## src/rtl/ctcg_pkg.sv

```systemverilog
// ----------------------------------------------------------------------------
// ctcg_pkg
// Shared widths, register indexes, result kinds and the command and status
// bundles that join the greedy decoder's controller and datapath.
// ----------------------------------------------------------------------------
`timescale 1ns / 1ps

package ctcg_pkg;

  // Field widths
  localparam int LOGIT_W     = 8;
  localparam int CLASS_CNT_W = 8;
  localparam int STEP_CNT_W  = 7;
  localparam int ZP_W        = 8;
  localparam int CLASS_IDX_W = 7;
  localparam int SYM_CNT_W   = 7;
  localparam int MEAN_W      = 17;
  localparam int MEAN_FRAC_W = 8;

  // Configuration port
  localparam int CFG_IDX_W  = 2;
  localparam int CFG_DATA_W = 8;

  localparam logic [CFG_IDX_W-1:0] REG_CLASS_COUNT = 2'd0;
  localparam logic [CFG_IDX_W-1:0] REG_STEP_COUNT  = 2'd1;
  localparam logic [CFG_IDX_W-1:0] REG_ZERO_POINT  = 2'd2;

  localparam logic [CLASS_CNT_W-1:0] CLASS_COUNT_RST = 8'd97;
  localparam logic [STEP_CNT_W-1:0]  STEP_COUNT_RST  = 7'd40;
  localparam logic [ZP_W-1:0]        ZERO_POINT_RST  = 8'd0;

  // Result kinds
  localparam logic KIND_SYMBOL  = 1'b0;
  localparam logic KIND_SUMMARY = 1'b1;

  typedef struct packed {
    logic accept;    // input word taken this cycle
    logic div_step;  // advance the divider one quotient bit
    logic load_sum;  // load the summary word into the output register
  } ctcg_cmd_t;

  typedef struct packed {
    logic emit;      // the current word closes a step with a new symbol
    logic seq_end;   // the current word closes the sequence
    logic div_last;  // divider is on its final bit
  } ctcg_status_t;

endpackage

```

## src/rtl/ctc_greedy_decoder_core.sv

```systemverilog
// ----------------------------------------------------------------------------
// ctc_greedy_decoder_core
// Throughput: one logit word per cycle while no result word is pending or being computed.
// Symbol word: valid the cycle after the logit that closes its step.
// Summary word: valid once the bit-serial mean divider has run to its last bit
// and the quotient is loaded into the output register, plus any symbol hold.
// Reset clears all sequence state and loads the register defaults.
// ----------------------------------------------------------------------------
`timescale 1ns / 1ps

module ctc_greedy_decoder_core #(
  parameter int MAX_CLASSES = 128,
  parameter int MAX_STEPS   = 64
) (
  input  logic                                 clk_i,
  input  logic                                 rst_ni,
  input  logic                                 cfg_we_i,
  input  logic [ctcg_pkg::CFG_IDX_W-1:0]       cfg_idx_i,
  input  logic [ctcg_pkg::CFG_DATA_W-1:0]      cfg_data_i,
  input  logic                                 in_valid_i,
  output logic                                 in_stall_o,
  input  logic signed [ctcg_pkg::LOGIT_W-1:0]  logit_i,
  output logic                                 out_valid_o,
  input  logic                                 out_stall_i,
  output logic                                 kind_o,
  output logic [ctcg_pkg::CLASS_IDX_W-1:0]     class_index_o,
  output logic [ctcg_pkg::SYM_CNT_W-1:0]       symbol_count_o,
  output logic signed [ctcg_pkg::MEAN_W-1:0]   mean_score_o,
  output logic                                 last_o
);
  import ctcg_pkg::*;

  ctcg_cmd_t    cmd;
  ctcg_status_t status;

  ctcg_ctrl u_ctrl (
    .clk_i       (clk_i),
    .rst_ni      (rst_ni),
    .in_valid_i  (in_valid_i),
    .in_stall_o  (in_stall_o),
    .out_valid_o (out_valid_o),
    .out_stall_i (out_stall_i),
    .status_i    (status),
    .cmd_o       (cmd)
  );

  ctcg_datapath #(
    .MAX_CLASSES (MAX_CLASSES),
    .MAX_STEPS   (MAX_STEPS)
  ) u_datapath (
    .clk_i          (clk_i),
    .rst_ni         (rst_ni),
    .cfg_we_i       (cfg_we_i),
    .cfg_idx_i      (cfg_idx_i),
    .cfg_data_i     (cfg_data_i),
    .logit_i        (logit_i),
    .cmd_i          (cmd),
    .status_o       (status),
    .kind_o         (kind_o),
    .class_index_o  (class_index_o),
    .symbol_count_o (symbol_count_o),
    .mean_score_o   (mean_score_o),
    .last_o         (last_o)
  );

endmodule

```

## src/rtl/ctcg_div.sv

```systemverilog
// ----------------------------------------------------------------------------
// ctcg_div
// Restoring divider, one quotient bit per cycle while step_i is high. Divides an unsigned
// magnitude and applies the sign afterwards, so the quotient truncates
// toward zero. A set zero_i flag (given for a zero divisor) yields a zero result.
// ----------------------------------------------------------------------------
`timescale 1ns / 1ps

module ctcg_div #(
  parameter int NUM_W = 24,
  parameter int DEN_W = 7
) (
  input  logic                             clk_i,
  input  logic                             rst_ni,
  input  logic                             start_i,
  input  logic [NUM_W-1:0]                 num_i,
  input  logic [DEN_W-1:0]                 den_i,
  input  logic                             neg_i,
  input  logic                             zero_i,
  input  logic                             step_i,
  output logic                             last_o,
  output logic signed [ctcg_pkg::MEAN_W-1:0] quot_o
);
  import ctcg_pkg::*;

  localparam int CNT_W = $clog2(NUM_W);

  logic [NUM_W-1:0] num_q, num_d;
  logic [DEN_W-1:0] den_q, den_d;
  logic [DEN_W-1:0] rem_q, rem_d;
  logic [CNT_W-1:0] cnt_q, cnt_d;
  logic             neg_q, neg_d;
  logic             zero_q, zero_d;

  logic [DEN_W:0]      rem_sh;
  logic [DEN_W:0]      diff;
  logic                fits;
  logic [MEAN_W-1:0]   q_mag;

  assign rem_sh = {rem_q, num_q[NUM_W-1]};
  assign fits   = rem_sh >= {1'b0, den_q};
  assign diff   = rem_sh - {1'b0, den_q};

  always_comb begin
    num_d  = num_q;
    den_d  = den_q;
    rem_d  = rem_q;
    cnt_d  = cnt_q;
    neg_d  = neg_q;
    zero_d = zero_q;
    if (start_i) begin
      num_d  = num_i;
      den_d  = den_i;
      rem_d  = '0;
      cnt_d  = '0;
      neg_d  = neg_i;
      zero_d = zero_i;
    end else if (step_i) begin
      // shift in the next dividend bit, subtract when the divisor fits
      rem_d = fits ? diff[DEN_W-1:0] : rem_sh[DEN_W-1:0];
      num_d = {num_q[NUM_W-2:0], fits};
      cnt_d = cnt_q + CNT_W'(1);
    end
  end

  always_ff @(posedge clk_i or negedge rst_ni) begin
    if (!rst_ni) begin
      num_q  <= '0;
      den_q  <= '0;
      rem_q  <= '0;
      cnt_q  <= '0;
      neg_q  <= 1'b0;
      zero_q <= 1'b1;
    end else begin
      num_q  <= num_d;
      den_q  <= den_d;
      rem_q  <= rem_d;
      cnt_q  <= cnt_d;
      neg_q  <= neg_d;
      zero_q <= zero_d;
    end
  end

  assign last_o = cnt_q == CNT_W'(NUM_W - 1);
  assign q_mag  = num_q[MEAN_W-1:0];

  always_comb begin
    if (zero_q) begin
      quot_o = '0;
    end else if (neg_q) begin
      quot_o = signed'(-q_mag);
    end else begin
      quot_o = signed'(q_mag);
    end
  end

endmodule

```

## src/rtl/ctcg_datapath.sv

```systemverilog
// ----------------------------------------------------------------------------
// ctcg_datapath
// Configuration registers, running argmax over one step, symbol collapse,
// score accumulation, the mean divider and the output word register.
// ----------------------------------------------------------------------------
`timescale 1ns / 1ps

module ctcg_datapath #(
  parameter int MAX_CLASSES = 128,
  parameter int MAX_STEPS   = 64
) (
  input  logic                                 clk_i,
  input  logic                                 rst_ni,
  input  logic                                 cfg_we_i,
  input  logic [ctcg_pkg::CFG_IDX_W-1:0]       cfg_idx_i,
  input  logic [ctcg_pkg::CFG_DATA_W-1:0]      cfg_data_i,
  input  logic signed [ctcg_pkg::LOGIT_W-1:0]  logit_i,
  input  ctcg_pkg::ctcg_cmd_t                  cmd_i,
  output ctcg_pkg::ctcg_status_t               status_o,
  output logic                                 kind_o,
  output logic [ctcg_pkg::CLASS_IDX_W-1:0]     class_index_o,
  output logic [ctcg_pkg::SYM_CNT_W-1:0]       symbol_count_o,
  output logic signed [ctcg_pkg::MEAN_W-1:0]   mean_score_o,
  output logic                                 last_o
);
  import ctcg_pkg::*;

  localparam int CW     = $clog2(MAX_CLASSES);
  localparam int CCMP_W = (CW + 1 > CLASS_CNT_W) ? CW + 1 : CLASS_CNT_W;
  localparam int SW     = (MAX_STEPS > 1) ? $clog2(MAX_STEPS) : 1;
  localparam int SCMP_W = (SW + 1 > STEP_CNT_W) ? SW + 1 : STEP_CNT_W;
  localparam int EW     = $clog2(MAX_STEPS + 1);
  localparam int TERM_W = LOGIT_W + 1;
  localparam int SUM_W  = EW + TERM_W;
  localparam int NUM_W  = SUM_W + MEAN_FRAC_W;

  // Configuration
  logic [CLASS_CNT_W-1:0] class_count_q;
  logic [STEP_CNT_W-1:0]  step_count_q;
  logic signed [ZP_W-1:0] zero_point_q;

  // Sequence state
  logic [CW-1:0]             cls_cnt_q, cls_cnt_d;
  logic [SW-1:0]             stp_cnt_q, stp_cnt_d;
  logic signed [LOGIT_W-1:0] best_val_q, best_val_d;
  logic [CW-1:0]             best_cls_q, best_cls_d;
  logic [CW-1:0]             prev_cls_q, prev_cls_d;
  logic                      prev_valid_q, prev_valid_d;
  logic signed [SUM_W-1:0]   score_sum_q, score_sum_d;
  logic [EW-1:0]             emit_cnt_q, emit_cnt_d;
  logic [EW-1:0]             sum_cnt_q, sum_cnt_d;

  // Output word
  logic                      kind_q, kind_d;
  logic [CLASS_IDX_W-1:0]    cls_out_q, cls_out_d;
  logic [SYM_CNT_W-1:0]      sym_cnt_q, sym_cnt_d;
  logic signed [MEAN_W-1:0]  mean_q, mean_d;
  logic                      last_q, last_d;

  logic [CCMP_W-1:0]         cls_p1;
  logic [SCMP_W-1:0]         stp_p1;
  logic                      take;
  logic                      step_end;
  logic                      stp_last;
  logic                      seq_end;
  logic                      emit;
  logic signed [TERM_W-1:0]  term;
  logic signed [SUM_W-1:0]   sum_n;
  logic [EW-1:0]             emit_cnt_n;
  logic [SUM_W-1:0]          sum_abs;
  logic signed [MEAN_W-1:0]  div_quot;
  logic                      div_last;

  // A zero count acts as one: counter plus one always reaches it.
  assign cls_p1   = CCMP_W'(cls_cnt_q) + CCMP_W'(1);
  assign step_end = (cls_p1 >= CCMP_W'(class_count_q)) || (cls_p1 >= CCMP_W'(MAX_CLASSES));
  assign stp_p1   = SCMP_W'(stp_cnt_q) + SCMP_W'(1);
  assign stp_last = (stp_p1 >= SCMP_W'(step_count_q)) || (stp_p1 >= SCMP_W'(MAX_STEPS));
  assign seq_end  = step_end && stp_last;

  // First class of a step always loads; later ones only on a strict win.
  assign take       = (cls_cnt_q == '0) || (logit_i > best_val_q);
  assign best_val_d = take ? logit_i : best_val_q;
  assign best_cls_d = take ? cls_cnt_q : best_cls_q;

  assign emit = step_end && (best_cls_d != '0) &&
                (!prev_valid_q || (best_cls_d != prev_cls_q));

  assign term       = TERM_W'(best_val_d) - TERM_W'(zero_point_q);
  assign sum_n      = score_sum_q + (emit ? SUM_W'(term) : SUM_W'(0));
  assign emit_cnt_n = emit_cnt_q + EW'(emit);
  assign sum_abs    = sum_n[SUM_W-1] ? unsigned'(-sum_n) : unsigned'(sum_n);

  always_comb begin
    cls_cnt_d    = cls_cnt_q;
    stp_cnt_d    = stp_cnt_q;
    prev_cls_d   = prev_cls_q;
    prev_valid_d = prev_valid_q;
    score_sum_d  = score_sum_q;
    emit_cnt_d   = emit_cnt_q;
    sum_cnt_d    = sum_cnt_q;
    if (cmd_i.accept) begin
      if (!step_end) begin
        cls_cnt_d = cls_cnt_q + CW'(1);
      end else if (seq_end) begin
        // close the sequence: hand count and sum to the divider, clear the rest
        cls_cnt_d    = '0;
        stp_cnt_d    = '0;
        prev_cls_d   = '0;
        prev_valid_d = 1'b0;
        score_sum_d  = '0;
        emit_cnt_d   = '0;
        sum_cnt_d    = emit_cnt_n;
      end else begin
        cls_cnt_d    = '0;
        stp_cnt_d    = stp_cnt_q + SW'(1);
        prev_cls_d   = best_cls_d;
        prev_valid_d = 1'b1;
        score_sum_d  = sum_n;
        emit_cnt_d   = emit_cnt_n;
      end
    end
  end

  always_comb begin
    kind_d    = kind_q;
    cls_out_d = cls_out_q;
    sym_cnt_d = sym_cnt_q;
    mean_d    = mean_q;
    last_d    = last_q;
    if (cmd_i.accept && emit) begin
      kind_d    = KIND_SYMBOL;
      cls_out_d = CLASS_IDX_W'(best_cls_d);
      sym_cnt_d = '0;
      mean_d    = '0;
      last_d    = 1'b0;
    end else if (cmd_i.load_sum) begin
      kind_d    = KIND_SUMMARY;
      cls_out_d = '0;
      sym_cnt_d = SYM_CNT_W'(sum_cnt_q);
      mean_d    = div_quot;
      last_d    = 1'b1;
    end
  end

  always_ff @(posedge clk_i or negedge rst_ni) begin
    if (!rst_ni) begin
      class_count_q <= CLASS_COUNT_RST;
      step_count_q  <= STEP_COUNT_RST;
      zero_point_q  <= signed'(ZERO_POINT_RST);
    end else if (cfg_we_i) begin
      unique case (cfg_idx_i)
        REG_CLASS_COUNT: class_count_q <= cfg_data_i[CLASS_CNT_W-1:0];
        REG_STEP_COUNT:  step_count_q  <= cfg_data_i[STEP_CNT_W-1:0];
        REG_ZERO_POINT:  zero_point_q  <= signed'(cfg_data_i[ZP_W-1:0]);
        default: begin
          // unmapped index: drop the write
        end
      endcase
    end
  end

  always_ff @(posedge clk_i or negedge rst_ni) begin
    if (!rst_ni) begin
      cls_cnt_q    <= '0;
      stp_cnt_q    <= '0;
      best_val_q   <= '0;
      best_cls_q   <= '0;
      prev_cls_q   <= '0;
      prev_valid_q <= 1'b0;
      score_sum_q  <= '0;
      emit_cnt_q   <= '0;
      sum_cnt_q    <= '0;
    end else begin
      cls_cnt_q    <= cls_cnt_d;
      stp_cnt_q    <= stp_cnt_d;
      prev_cls_q   <= prev_cls_d;
      prev_valid_q <= prev_valid_d;
      score_sum_q  <= score_sum_d;
      emit_cnt_q   <= emit_cnt_d;
      sum_cnt_q    <= sum_cnt_d;
      if (cmd_i.accept) begin
        best_val_q <= best_val_d;
        best_cls_q <= best_cls_d;
      end
    end
  end

  always_ff @(posedge clk_i) begin
    kind_q    <= kind_d;
    cls_out_q <= cls_out_d;
    sym_cnt_q <= sym_cnt_d;
    mean_q    <= mean_d;
    last_q    <= last_d;
  end

  ctcg_div #(
    .NUM_W (NUM_W),
    .DEN_W (EW)
  ) u_div (
    .clk_i   (clk_i),
    .rst_ni  (rst_ni),
    .start_i (cmd_i.accept && seq_end),
    .num_i   ({sum_abs, {MEAN_FRAC_W{1'b0}}}),
    .den_i   (emit_cnt_n),
    .neg_i   (sum_n[SUM_W-1]),
    .zero_i  (emit_cnt_n == '0),
    .step_i  (cmd_i.div_step),
    .last_o  (div_last),
    .quot_o  (div_quot)
  );

  assign status_o.emit     = emit;
  assign status_o.seq_end  = seq_end;
  assign status_o.div_last = div_last;

  assign kind_o         = kind_q;
  assign class_index_o  = cls_out_q;
  assign symbol_count_o = sym_cnt_q;
  assign mean_score_o   = mean_q;
  assign last_o         = last_q;

endmodule

```

## src/rtl/ctcg_ctrl.sv

```systemverilog
// ----------------------------------------------------------------------------
// ctcg_ctrl
// Sequencer for the greedy decoder: takes words, holds each result word
// until the consumer takes it, and steps the divider at sequence end.
// ----------------------------------------------------------------------------
`timescale 1ns / 1ps

module ctcg_ctrl (
  input  logic                   clk_i,
  input  logic                   rst_ni,
  input  logic                   in_valid_i,
  output logic                   in_stall_o,
  output logic                   out_valid_o,
  input  logic                   out_stall_i,
  input  ctcg_pkg::ctcg_status_t status_i,
  output ctcg_pkg::ctcg_cmd_t    cmd_o
);
  import ctcg_pkg::*;

  typedef enum logic [4:0] {
    ST_IDLE = 5'b00001,
    ST_SYM  = 5'b00010,
    ST_DIV  = 5'b00100,
    ST_FIN  = 5'b01000,
    ST_SUM  = 5'b10000
  } ctcg_state_e;

  ctcg_state_e state_q, state_d;
  logic        pend_q, pend_d;

  always_comb begin
    state_d         = state_q;
    pend_d          = pend_q;
    in_stall_o      = 1'b1;
    out_valid_o     = 1'b0;
    cmd_o.accept    = 1'b0;
    cmd_o.div_step  = 1'b0;
    cmd_o.load_sum  = 1'b0;
    unique case (state_q)
      ST_IDLE: begin
        in_stall_o = 1'b0;
        if (in_valid_i) begin
          cmd_o.accept = 1'b1;
          if (status_i.emit) begin
            // symbol first, summary after it if this word also ends the sequence
            pend_d  = status_i.seq_end;
            state_d = ST_SYM;
          end else if (status_i.seq_end) begin
            state_d = ST_DIV;
          end
        end
      end
      ST_SYM: begin
        out_valid_o = 1'b1;
        if (!out_stall_i) begin
          pend_d  = 1'b0;
          state_d = pend_q ? ST_DIV : ST_IDLE;
        end
      end
      ST_DIV: begin
        cmd_o.div_step = 1'b1;
        if (status_i.div_last) begin
          state_d = ST_FIN;
        end
      end
      ST_FIN: begin
        cmd_o.load_sum = 1'b1;
        state_d        = ST_SUM;
      end
      ST_SUM: begin
        out_valid_o = 1'b1;
        if (!out_stall_i) begin
          state_d = ST_IDLE;
        end
      end
      default: begin
        state_d = ST_IDLE;
        pend_d  = 1'b0;
      end
    endcase
  end

  always_ff @(posedge clk_i or negedge rst_ni) begin
    if (!rst_ni) begin
      state_q <= ST_IDLE;
      pend_q  <= 1'b0;
    end else begin
      state_q <= state_d;
      pend_q  <= pend_d;
    end
  end

endmodule
```

## config.mk

```make
export PLATFORM = sky130hd
export DESIGN_NAME = ctc_greedy_decoder_core
export DESIGN_NICKNAME = d
export VERILOG_FILES = /design/src/rtl/ctcg_pkg.sv /design/src/rtl/ctc_greedy_decoder_core.sv /design/src/rtl/ctcg_div.sv /design/src/rtl/ctcg_datapath.sv /design/src/rtl/ctcg_ctrl.sv
export SDC_FILE = /design/constraint.sdc
export NUM_CORES = 1
export LEC_CHECK = 0
export BUFFER_PORTS_ARGS = -buffer_cell sky130_fd_sc_hd__buf_2
export CORE_MARGIN = 8
export CORE_UTILIZATION = 56
export DETAILED_ROUTE_END_ITERATION = 8
export PLACE_DENSITY = 0.86
export SYNTH_ARGS = -nofsm -noshare
export SYNTH_HDL_FRONTEND = slang
export SYNTH_SLANG_ARGS = --single-unit
```

## constraint.sdc

```tcl
create_clock -name clk_i -period 6.9 [get_ports clk_i]
set_input_delay 1.035 -clock clk_i [delete_from_list [all_inputs] [get_ports clk_i]]
set_output_delay 1.035 -clock clk_i [all_outputs]
set_load 0.02 [all_outputs]
```

* After elaboration in Yosys (flattened, before gate mapping)
Index checks and enable logic that the tools add are counted.
** Operators by class
- Add/subtract/negate cells :: 11
- $lt $le $gt $ge :: 6
- Equal/unequal tests :: 15
- Multiplexer cells :: 39
- Bitwise gates (word level) :: 1
- Reduce and logical (&&, ||, !) cells :: 25
** Operators by type and width (number)
- 7-bit two-way mux :: 9
- 16-bit two-way mux :: 3
- 24-bit two-way mux :: 2
- 5-bit two-way mux :: 8
- 17-bit two-way mux :: 2
- 5-bit one-hot mux with 5 select lines :: 1
- 17-bit negator :: 1
- 16-bit adder :: 1
- 16-bit negator :: 1
- 7-bit logical NOT :: 2
- 5-bit == test (second input constant) :: 2
- 1-bit two-way mux :: 10
- 8-bit by 8-bit subtractor with 9-bit output :: 1
- 7-bit by 1-bit adder with 8-bit output (second input constant) :: 1
- 8-bit by 7-bit greater-or-equal comparator with 1-bit output :: 1
- 8-bit greater-or-equal comparator :: 1
- 8-bit greater-or-equal comparator (second input constant) :: 1
- 8-bit > comparator :: 1
- 8-bit two-way mux :: 1
- 2-bit AND reduction :: 4
- 6-bit by 1-bit adder with 7-bit output (second input constant) :: 1
- 7-bit by 1-bit adder with 7-bit output :: 1
- 7-bit by 1-bit adder with 7-bit output (second input constant) :: 1
- 7-bit greater-or-equal comparator :: 1
- other kinds (29) :: 40
** Storage, ports and cells
- Register bits :: 172

* Longest topological paths before layout
Gate-level depths: netlist (run 1).
- Depth after elaboration :: 11
- Depth in mapped cells :: 31

* Hierarchy
From an unflattened synthesis (run 1), not the netlist that was laid out.
** Unflattened totals
- Cells, all modules :: 1103
- Area total of the unflattened synthesis :: 10343.7 µm²
** By module, submodules not included
- ctcg_datapath :: instances 1, cells an instance 753, area an instance 7178.1 µm²
- ctcg_div :: instances 1, cells an instance 301, area an instance 2747.6 µm²
- ctcg_ctrl :: instances 1, cells an instance 49, area an instance 417.9 µm²

* Worst setup path after synthesis (run 1)
Ideal clock, no wire load.
- Kind :: input-to-reg
- Start point :: input logit_i[3] in the netlist's numbering
- End point :: register u_datapath.u_div.num_q[16]
- Library setup time :: 0.120 ns
- Data arrival time :: 7.169 ns
- Data required time :: 6.780 ns
- Path slack :: -0.389 ns
- Stages on the path :: 30
- Buffers on the path :: 3
- Path through :: ha_1 a21oi_1 o21ai_1 a311oi_2 mux2i_1 buf_2 buf_1 mux2i_1 ha_1 inv_1 fa_1 a21o_1 a21oi_1 nor2b_1 o21a_1 o21ai_0 a31o_2 o211ai_4 inv_1 ha_1 o21ai_0 a21oi_1 a21boi_0 nand2_1 a31oi_1 xnor2_1 xor2_1 buf_4 or3_1 a31o_1
** On the way
- Word-level cells in the longest chain between the ends :: 11
** Ends and longest elaborated chain
- start, declared :: RTL line ctc_greedy_decoder_core.sv:22 : input logic signed [ctcg_pkg::LOGIT_W-1:0] logit_i,
- branches (longest 6 deep; another with 8-bit by 8-bit subtractor with 9-bit output)
- 16-bit two-way mux (*) :: RTL line ctcg_datapath.sv:90 : assign sum_n = score_sum_q + (emit ? SUM_W'(term) : SUM_W'(0));
- 16-bit adder (*) :: RTL line ctcg_datapath.sv:90
- 16-bit negator :: RTL line ctcg_datapath.sv:92 : assign sum_abs = sum_n[SUM_W-1] ? unsigned'(-sum_n) : unsigned'(sum_n);
- 16-bit two-way mux (*) :: RTL line ctcg_datapath.sv:92
- 24-bit two-way mux (*) :: RTL line ctcg_div.sv:51 : if (start_i) begin
- end signal, assigned :: RTL line ctcg_div.sv:75 : num_q <= num_d;
- end, declared :: RTL line ctcg_div.sv:28 : logic [NUM_W-1:0] num_q, num_d;
Every way passes the cells marked *.
A chain may end at the register's enable or synchronous reset.

* Worst setup path in the final report (run 1)
- Start point :: input logit_i[6] in the netlist's numbering
- End point :: register u_datapath.u_div.num_q[23]
** RTL lines
- 8-bit > comparator (*) :: RTL line ctcg_datapath.sv:82 : assign take = (cls_cnt_q == '0) || (logit_i > best_val_q);
- 1-bit logical OR (*) :: RTL line ctcg_datapath.sv:82
- 8-bit two-way mux (*) :: RTL line ctcg_datapath.sv:83 : assign best_val_d = take ? logit_i : best_val_q;
- net u_datapath.best_val_d[1] :: RTL line ctcg_datapath.sv:45 : logic signed [LOGIT_W-1:0] best_val_q, best_val_d;
- 8-bit by 8-bit subtractor with 9-bit output (*) :: RTL line ctcg_datapath.sv:89 : assign term = TERM_W'(best_val_d) - TERM_W'(zero_point_q);
- 16-bit two-way mux (*) :: RTL line ctcg_datapath.sv:90
- 16-bit adder (*) :: RTL line ctcg_datapath.sv:90
- 16-bit negator :: RTL line ctcg_datapath.sv:92
- 16-bit two-way mux (*) :: RTL line ctcg_datapath.sv:92
- 24-bit two-way mux (*) :: RTL line ctcg_div.sv:51
Mark *: on every way through the listed nets, which the timed path passes. The rest lies on a longest branch.

==> impl_metrics.toml, run 1 <==
[outcome]
status = "completed"

[yosys]
synthCells = 1147
yosysTopAreaCellShare_pct = 32.51
synth_seq_cells = 172
netlist_area_um2 = 10240
synth.net_count = 1234
synth_area_leader_cell = "dfrtp_1"
yosysWarnings = 0
synth_edf_count = 7
synth_ff_type = "dfrtp_1"
synth_most_common_cell = "nand2_1"
ys_top_cells_by_area = "dfrtp_1 (33%), ha_1 (7.5%), nand2_1 (6.1%)"
seq_area_frac_synth_pct = 41.25
avgSynthCellArea_um2 = 8.924
synth.distinct_cells = 76
async_flop_share_pct = 81.40
synthTopCellsByCount = "nand2_1 (167), dfrtp_1 (133), nor2_1 (96)"

[floorplanning]
io_pins = 58
core_um2 = 17960
die_area_um2 = 22860
die_w_um = 151.2
die_y_um = 151.2
start_util_pct = 56.98
num_rows = 49

[worst_setup_path]
path_class = "in2reg"
worstSetupEndpointType = "flip-flop"
cp-start-kind = "input port"
critPathMaxFanout = 4
worst-r2r-setup-slack_ns = 0.34
crit_arrival_ns = 7.11
reg2reg_to = "u_datapath.u_div.num_q[23]$_DFFE_PN0P_"
r2r_cells = 22
rr_startpoint = "u_datapath.cls_cnt_q[0]$_DFFE_PN0P_"
worst_ep_required_time_ns = 7.25

[clock_network]
h-tree-depth = 4
hold_buffers = 0
cts_sinks = 172
cts_max_path_buffers = 2
cts-buffers-inserted = 17
clkLatencyLatePin_ns = 0.44
clk_pin_slew_ns = 0.07
cts_tree = "yes"
cts_root_buffer = "clkbuf_16"

[sta]
skew_ns = 0.01298
period_needed_ns = 6.755
tightest_slew_ns = 1.136
relSlewSlack_pct = 24.15
final-hold-violation-count = 0
final_max_slew_viol_count = 0
max_clock_freq_ghz = 0.1480
final.setup.tns_ns = 0
post-route-period-util_pct = 97.90
setup_viol = 0
finalWorstSetupSlack_ns = 0.1448

[detailed_routing]
drt_iter0_markers = 932
wl_per_cell_um = 17.15
remaining_drc_errors = 0
drt_wl_total_um = 24740
detail-route-antenna-nets = 0
num_vias = 8608
drtPass1Iterations = 8
via_per_inst = 5.965

[finish]
final_util_pct = 63.97
final_layout_size_suffix_gt1_share_pct = 14.58
syn_to_final_growth_pct = 12.26
nFillCells = 1398
post-route-cell-area_um2 = 11490
n_antenna_cell = 0
num-nets-final = 1288
final_cells = 1443

[global_routing]
antenna_found_initial = 0
grt_pass1_wl_um = 41370
overflow = 0
grt_usage_pct = 22.46
grt_pass1_vias = 8279
grt_start_max_net_pins = 88

[hold_path]
min_path_cells = 2
min_to = "u_datapath.symbol_count_o[6]$_SDFFE_PP0P_"
worst_hold_path_type = "reg2reg"
min_from = "u_datapath.symbol_count_o[6]$_SDFFE_PP0P_"

[power]
powerDensity_nw_per_um2 = 436.7
vdd_ir_drop_max_v = 0.0004148
total_leakage_power_uw = 0.005463

[place]
io_buffers = 57
pre_cts_ws_ns = -0.3498
gp_congestion = 0.8761
dp.cells = 1408
placed_area_um2 = 10830
hpwl_um = 17330

[job]
maxCapViolCount = 0
where the power goes:
group	switching (uW)	leakage, uW	total [uW]	internal (uW)
Sequential	284	0.00205	1590	1310
Combinational	1420	0.00311	2440	1020
Clock	488	0.000298	982	494
through the flow:
step	power (uW)	hold WS, ns
finish	5019	0.4542
global route	5367	0.4777
CTS	4965	0.4548
detailed placement	3945	0.4443
global placement	3849	0.4363
floorplan	3299	0.4457
final cells by class:
class | instances | area (um2) | area share [%]
Inverter | 61 | 229.0 | 1.993
Tap cell | 229 | 286.5 | 2.493
Sequential cell | 172 | 4223 | 36.75
Clock buffer | 17 | 425.4 | 3.702
Timing Repair Buffer | 92 | 554.3 | 4.824
Multi-Input combinational cell | 857 | 5582 | 48.57
Clock inverter | 15 | 191.4 | 1.666
registers in the layout (all words and copies together), names as in the netlist, 8 cells and up:
register                  cells
u_datapath.zero_point_q       8
u_datapath.score_sum_q       16
u_datapath.u_div.num_q       24
u_datapath.class_count_q      8
u_datapath.mean_score_o      17
u_datapath.best_val_q         8
worst max-delay path by stage:
stage	cells after the start	to	slack (ns)	start
2_1_floorplan	26	u_datapath.u_div.num_q[23]$_DFFE_PN0P_	0.0008	logit_i[7]
3_3_place_gp	28	u_datapath.u_div.num_q[15]$_DFFE_PN0P_	-0.08	logit_i[6]
3_5_place_dp	22	u_datapath.u_div.num_q[23]$_DFFE_PN0P_	-0.35	logit_i[6]
4_1_cts	22	u_datapath.u_div.num_q[23]$_DFFE_PN0P_	0.04	logit_i[6]
5_1_grt	24	u_datapath.u_div.num_q[23]$_DFFE_PN0P_	-0.05	logit_i[3]
6_report	24	u_datapath.u_div.num_q[23]$_DFFE_PN0P_	0.14	logit_i[6]
cell usage in the layout, fill, tap and decap left out, drive strengths merged, types with 28 or more instances in the layout:
cell / netlist / layout
nor2: 96 / 96
inv: 61 / 67
o21ai: 81 / 81
a21oi: 59 / 59
dfrtp: 133 / 133
mux2: 28 / 28
o31ai: 28 / 28
buf: 14 / 92
xor2: 28 / 28
nand3: 55 / 55
xnor2: 40 / 40
ha: 61 / 61
nand2: 167 / 167
timing repair:
item                                    4_1_cts  5_1_grt
gates resized for setup                       1        6
buffers inserted                              0        3
pin swaps                                     0        1
endpoints found under the setup margin        1       13
critical path, cell delays in order:
cell and delay (ns):
buf_2 0.11, ha_1 0.32, nand4_1 0.16, a211oi_2 0.07, a311oi_2 0.34, mux2i_2 0.36, buf_4 0.17, mux2_2 0.38
fa_1 0.45, a21o_1 0.18, a21oi_1 0.19, nor2b_1 0.08, o21a_1 0.18, or3_1 0.31, and3_1 0.20, ha_1 0.32
o21a_1 0.14, a211oi_1 0.39, o311ai_1 0.19, a21oi_1 0.28, xnor2_1 0.15, or4_1 0.54, or3_1 0.37, a32oi_1 0.17
kinds of logic after synthesis:
| family | count (synthesis) | share of synthesized area, % |
|---|---|---|
| AND/OR/NAND/NOR | 407 | 18.02 |
| flip-flops | 172 | 41.25 |
| AO/OA/AOI/OAI | 274 | 17.50 |
| multiplexers | 44 | 4.767 |
| adder cells (fa/ha/maj) | 64 | 8.043 |
| XOR/XNOR | 68 | 5.818 |
| buffers and inverters | 118 | 4.596 |
layer usage:
layer | global-route usage, % | up-vias | share of wire [%]
li1 | - | 4132 | -
met1 | 29.96 | 4131 | 44
met2 | 36.16 | 292 | 47
met3 | 4.153 | 53 | 6.5
met4 | 7.472 | 0 | 2.1
met5 | 0 | - | 0
Note: power is estimated with default switching activity, not from simulation.
==> run 2, diff against run 1 <==
ABC_AREA = 1   (was not set)
==> impl_metrics.toml, run 2 <==
[yosys]
synth_most_common_cell = "nand2_1"
netlist_area_um2 = 10270
synth_top_family_by_area = "simple AND/OR/NAND/NOR gates"
yosys.area_share.simple_pct = 23.48
synthCells = 1324
synth_mux_area_share_pct = 0.1949
avgSynthCellArea_um2 = 7.759
ys_top_cells_by_area = "dfrtp_1 (32%), nand2_1 (11%), inv_1 (7.9%)"
synthTopCellsByCount = "nand2_1 (304), inv_1 (215), dfrtp_1 (133)"
synth_compound_area_share_pct = 13.40
synth_edf_count = 7
yosysTopAreaCellShare_pct = 32.40
synthXorXnorAreaFrac_pct = 3.666
synthAdderAreaFrac_pct = 8.015
synth_ff_type = "dfrtp_1"
async_flop_share_pct = 81.40
synth.distinct_cells = 53
synth_area_leader_cell = "dfrtp_1"
synth.net_count = 1411
seq_area_frac_synth_pct = 41.11
yosysWarnings = 0
synth_seq_cells = 172

[finish]
largest-register = "u_datapath.u_div.num_q"
largest_reg_flops = 24
layout_common_cells = "nand2_1 (304), inv_1 (215), dfrtp_1 (133)"
nFillCells = 1463
final_layout_size_suffix_gt1_share_pct = 11.42
syn_to_final_growth_pct = 10.93
num-nets-final = 1458
post-route-cell-area_um2 = 11390
n_antenna_cell = 0
final_common_cell = "nand2_1"

[clock_network]
cts_resized = 0
hold_buffers = 0
cts_sinks = 172
cts-buffers-inserted = 17
clk_pin_slew_ns = 0.07
cts_max_path_buffers = 2
clkLatencyLatePin_ns = 0.43
h-tree-depth = 4
cts_tree = "yes"
post_cts_buffers = 0
cts_root_buffer = "clkbuf_16"

[global_routing]
antenna_found_initial = 0
grt_start_max_net_pins = 82
grt_pass1_vias = 8600
grt_usage_pct = 21.75
grt_pass1_wl_um = 40480
overflow = 0

[sta]
rsz0062_at_grt = "no"
final-hold-violation-count = 0
final_max_slew_viol_count = 0
whs_ns = 0.4484
final.setup.tns_ns = 0
relSlewSlack_pct = 27.66
skew_ns = 0.008568
tightest_slew_ns = 1.084
post-route-period-util_pct = 91.52
max_clock_freq_ghz = 0.1583
setup_viol = 0
period_needed_ns = 6.315

[worst_setup_path]
r2r_cells = 42
worstSetupEndpointType = "flip-flop"
cpMostUsedCell = "nand2_1"
cp-start-kind = "input port"
worst_ep_required_time_ns = 7.27
slowest_stage = "fa_1"
max_stage_delay_ns = 0.37
rr_startpoint = "u_datapath.best_val_q[1]$_DFFE_PN0P_"
reg2reg_to = "u_datapath.u_div.num_q[16]$_DFFE_PN0P_"
worst-r2r-setup-slack_ns = 0.88
crit_arrival_ns = 6.69
critPathMaxFanout = 17
path_class = "in2reg"

[detailed_routing]
detail-route-antenna-nets = 0
via_per_inst = 5.534
num_vias = 8927
drt_iter0_markers = 800
drt_wl_total_um = 24040
drtPass1Iterations = 6
remaining_drc_errors = 0
wl_per_cell_um = 14.91

[place]
placed_area_um2 = 10730
hpwl_um = 16880
gp_congestion = 0.9252
io_buffers = 57

[floorplanning]
die_area_um2 = 22930
core_um2 = 17960
start_util_pct = 57.18
die_w_um = 151.4
io_pins = 58
num_rows = 49
die_y_um = 151.4

[hold_path]
min_from = "u_datapath.mean_score_o[4]$_SDFFE_PP0P_"
min_to = "u_datapath.mean_score_o[4]$_SDFFE_PP0P_"
min_path_cells = 2
worst_hold_path_type = "reg2reg"

[job]
maxCapViolCount = 0

[outcome]
status = "completed"

[power]
powerDensity_nw_per_um2 = 522.8
total_leakage_power_uw = 0.006151
vdd_ir_drop_max_v = 0.0002425
==> run 2: layer usage <==
layer / global-route usage [%] / up-vias / part of all wire, %
li1: - / 4375 / -
met1: 26.91 / 4224 / 43
met2: 37.02 / 279 / 50
met3: 3.765 / 49 / 5.2
met4: 8.709 / 0 / 2.4
met5: 0 / - / 0
==> run 2: where the power goes <==
part	internal [uW]	total, uW	leakage, uW	switching (uW)
combinational	1130	3250	0.00379	2120
sequential	1390	1640	0.00203	254
clock	669	1060	0.000326	394
total	3190	5960	0.00615	2770
==> run 2: critical path, delay by kind of cell <==
kind            cells  cell delay (ns)
simple gates       21             2.44
fa+ha+maj           4             1.26
compound gates      7             1.26
buf+inv             7             0.65
==> run 2: layout make-up <==
| cell class | count | area (um2) | share of cell area, % |
|---|---|---|---|
| Tap cell | 229 | 286.5 | 2.515 |
| Inverter | 220 | 830.8 | 7.291 |
| Clock inverter | 8 | 151.4 | 1.329 |
| Sequential cell | 172 | 4223 | 37.06 |
| Timing Repair Buffer | 69 | 381.6 | 3.349 |
| Multi-Input combinational cell | 891 | 5009 | 43.96 |
| Clock buffer | 24 | 513.0 | 4.502 |
==> run 2: cells by family (layout without fill, tap and decap cells) <==
kind of cell	Yosys count	count (layout)
AOI/OAI and AO/OA	239	239
buffers and inverters	261	321
muxes	2	2
xor gates and xnor gates	43	43
adders and majority gates	64	64
and+or+nand+nor	543	543
DFF	172	172
==> run 2: how the worst max path moves through the flow <==
stage                          start                                     end  depth (start not counted)
after floorplan           logit_i[7]  u_datapath.u_div.num_q[21]$_DFFE_PN0P_                         42
after global placement    logit_i[7]  u_datapath.u_div.num_q[16]$_DFFE_PN0P_                         39
after detailed placement  logit_i[7]  u_datapath.u_div.num_q[16]$_DFFE_PN0P_                         39
after CTS                 logit_i[7]  u_datapath.u_div.num_q[16]$_DFFE_PN0P_                         39
after global routing      logit_i[7]  u_datapath.u_div.num_q[15]$_DFFE_PN0P_                         41
final                     logit_i[7]  u_datapath.u_div.num_q[16]$_DFFE_PN0P_                         39
==> run 2: metrics by stage <==
| stage | total power [uW] | util, % | worst slack, ns | cells |
|---|---|---|---|---|
| after floorplan | 4088 | - | 0.8897 | 1324 |
| after global placement | 4698 | 59.73 | 0.4813 | 1581 |
| after detailed placement | 4806 | 59.73 | 0.2158 | 1581 |
| after CTS | 5930 | 63.43 | 0.6719 | 1613 |
| after global routing | 6463 | 63.43 | 0.1068 | 1613 |
| final | 5957 | 63.43 | 0.5848 | 1613 |
==> run 3, diff against run 2 <==
ABC_CLOCK_PERIOD_IN_PS = 6900   (was not set)
PLACE_DENSITY = 0.8   (was 0.86)
==> impl_metrics.toml, run 3 (synthesized netlist as in run 2, its figures left out) <==
[sta]
post-route-period-util_pct = 90.86
rsz0062_at_grt = "no"
final_max_slew_viol_count = 0
period_needed_ns = 6.269
skew_ns = 0.01205
final.setup.tns_ns = 0
tightest_slew_ns = 1.097
final-hold-violation-count = 0
whs_ns = 0.4507
relSlewSlack_pct = 26.77
setup_viol = 0
finalWorstSetupSlack_ns = 0.6309
max_clock_freq_ghz = 0.1595

[clock_network]
clk_pin_slew_ns = 0.08
post_cts_buffers = 0
h-tree-depth = 4
hold_buffers = 0
cts_max_path_buffers = 2
cts_sinks = 172
cts-buffers-inserted = 17
cts_tree = "yes"
cts_resized = 0
clkLatencyLatePin_ns = 0.44
cts_root_buffer = "clkbuf_16"

[finish]
syn_to_final_growth_pct = 10.12
layout_common_cells = "nand2_1 (304), inv_1 (215), dfrtp_1 (133)"
largest_reg_flops = 24
final_cells = 1613
num-nets-final = 1458
final_common_cell = "nand2_1"
post-route-cell-area_um2 = 11310
largest-register = "u_datapath.u_div.num_q"
n_antenna_cell = 0
final_layout_size_suffix_gt1_share_pct = 11.56

[global_routing]
antenna_found_initial = 0
grt_start_max_net_pins = 90
grt_pass1_wl_um = 40030
overflow = 0
grt_pass1_vias = 8648
grt_usage_pct = 21.45

[power]
powerDensity_nw_per_um2 = 515.2
vdd_ir_drop_max_v = 0.0002921
total_leakage_power_uw = 0.006106

[floorplanning]
die_y_um = 151.4
start_util_pct = 57.18
core_um2 = 17960
die_area_um2 = 22930
die_w_um = 151.4
io_pins = 58
num_rows = 49

[worst_setup_path]
r2r_cells = 39
crit_arrival_ns = 6.65
cpMostUsedCell = "nand2_1"
rr_startpoint = "u_datapath.best_val_q[7]$_DFFE_PN0P_"
cp-start-kind = "input port"
path_class = "in2reg"
critical_path.startpoint = "logit_i[7]"
worst_ep_required_time_ns = 7.28
cp-endpoint = "u_datapath.u_div.num_q[12]$_DFFE_PN0P_"
max_stage_delay_ns = 0.38
worstSetupEndpointType = "flip-flop"
critPathMaxFanout = 19
reg2reg_to = "u_datapath.u_div.num_q[12]$_DFFE_PN0P_"
worst-r2r-setup-slack_ns = 0.95
slowest_stage = "fa_1"

[outcome]
status = "completed"

[place]
placed_area_um2 = 10730
gp_congestion = 0.9217
io_buffers = 57
dp.cells = 1581
pre_cts_ws_ns = 0.2032
hpwl_um = 16830

[detailed_routing]
drt_iter0_markers = 637
detail-route-antenna-nets = 0
remaining_drc_errors = 0
wl_per_cell_um = 14.45
drt_wl_total_um = 23310
num_vias = 8790
drtPass1Iterations = 5
via_per_inst = 5.449

[hold_path]
min_path_cells = 2
worst_hold_path_type = "reg2reg"

[job]
maxCapViolCount = 0
-- run 3: cell types whose count changed in the layout (fill, tap and decap cells not counted), sizes merged --
cell      change
clkinvlp      +2
bufinv        -3
clkbuf        -7
inv           +6
clkinv        +2
-- run 3: worst min-delay path by stage --
| stage | start | endpoint | slack (ns) |
|---|---|---|---|
| floorplan | u_datapath.u_div.rem_q[6]$_DFFE_PN0P_ | u_datapath.u_div.rem_q[6]$_DFFE_PN0P_ | 0.44 |
| global placement | u_datapath.mean_score_o[5]$_SDFFE_PP0P_ | u_datapath.mean_score_o[5]$_SDFFE_PP0P_ | 0.43 |
| detailed placement | u_datapath.mean_score_o[5]$_SDFFE_PP0P_ | u_datapath.mean_score_o[5]$_SDFFE_PP0P_ | 0.43 |
| CTS | u_datapath.mean_score_o[5]$_SDFFE_PP0P_ | u_datapath.mean_score_o[5]$_SDFFE_PP0P_ | 0.45 |
| global route | u_datapath.mean_score_o[7]$_SDFFE_PP0P_ | u_datapath.mean_score_o[7]$_SDFFE_PP0P_ | 0.49 |
| finish | u_datapath.mean_score_o[5]$_SDFFE_PP0P_ | u_datapath.mean_score_o[5]$_SDFFE_PP0P_ | 0.45 |
-- run 3: critical path, delay by kind of cell --
| kind | cells | cell delay (ns) |
|---|---|---|
| buffers and inverters | 7 | 0.66 |
| adder cells (fa/ha/maj) | 4 | 1.25 |
| AO/OA/AOI/OAI | 7 | 1.18 |
| AND/OR/NAND/NOR | 21 | 2.51 |
-- run 3: area by class of cell --
type / instances / area, um2
fill: 1537 / 6651
multi-input combinational: 891 / 5009
sequential: 172 / 4223
inverter: 220 / 830.8
clock buffer: 17 / 425.4
timing repair buffer: 69 / 381.6
tap: 229 / 286.5
clock inverter: 15 / 156.4
-- run 3: power breakdown --
group	switching, uW	internal [uW]	leakage, uW	total [uW]
Clock	445	510	0.000280	955
Combinational	2100	1130	0.00379	3230
Sequential	254	1390	0.00203	1640
Total	2790	3030	0.00611	5830
-- run 3: per-stage QoR --
stage / util (%) / total power, uW
CTS: 62.97 / 5806
global route: 62.97 / 6334
global placement: 59.73 / 4708
detailed placement: 59.73 / 4815
finish: 62.97 / 5828
floorplan: - / 4088
-- run 3: routing by layer --
metal,GRT usage [%],vias up,routed length (um)
li1,-,4366,-
met1,26.61,4151,10260
met2,36.64,231,11540
met3,4.004,42,1039
met4,7.571,0,471
met5,0,-,0
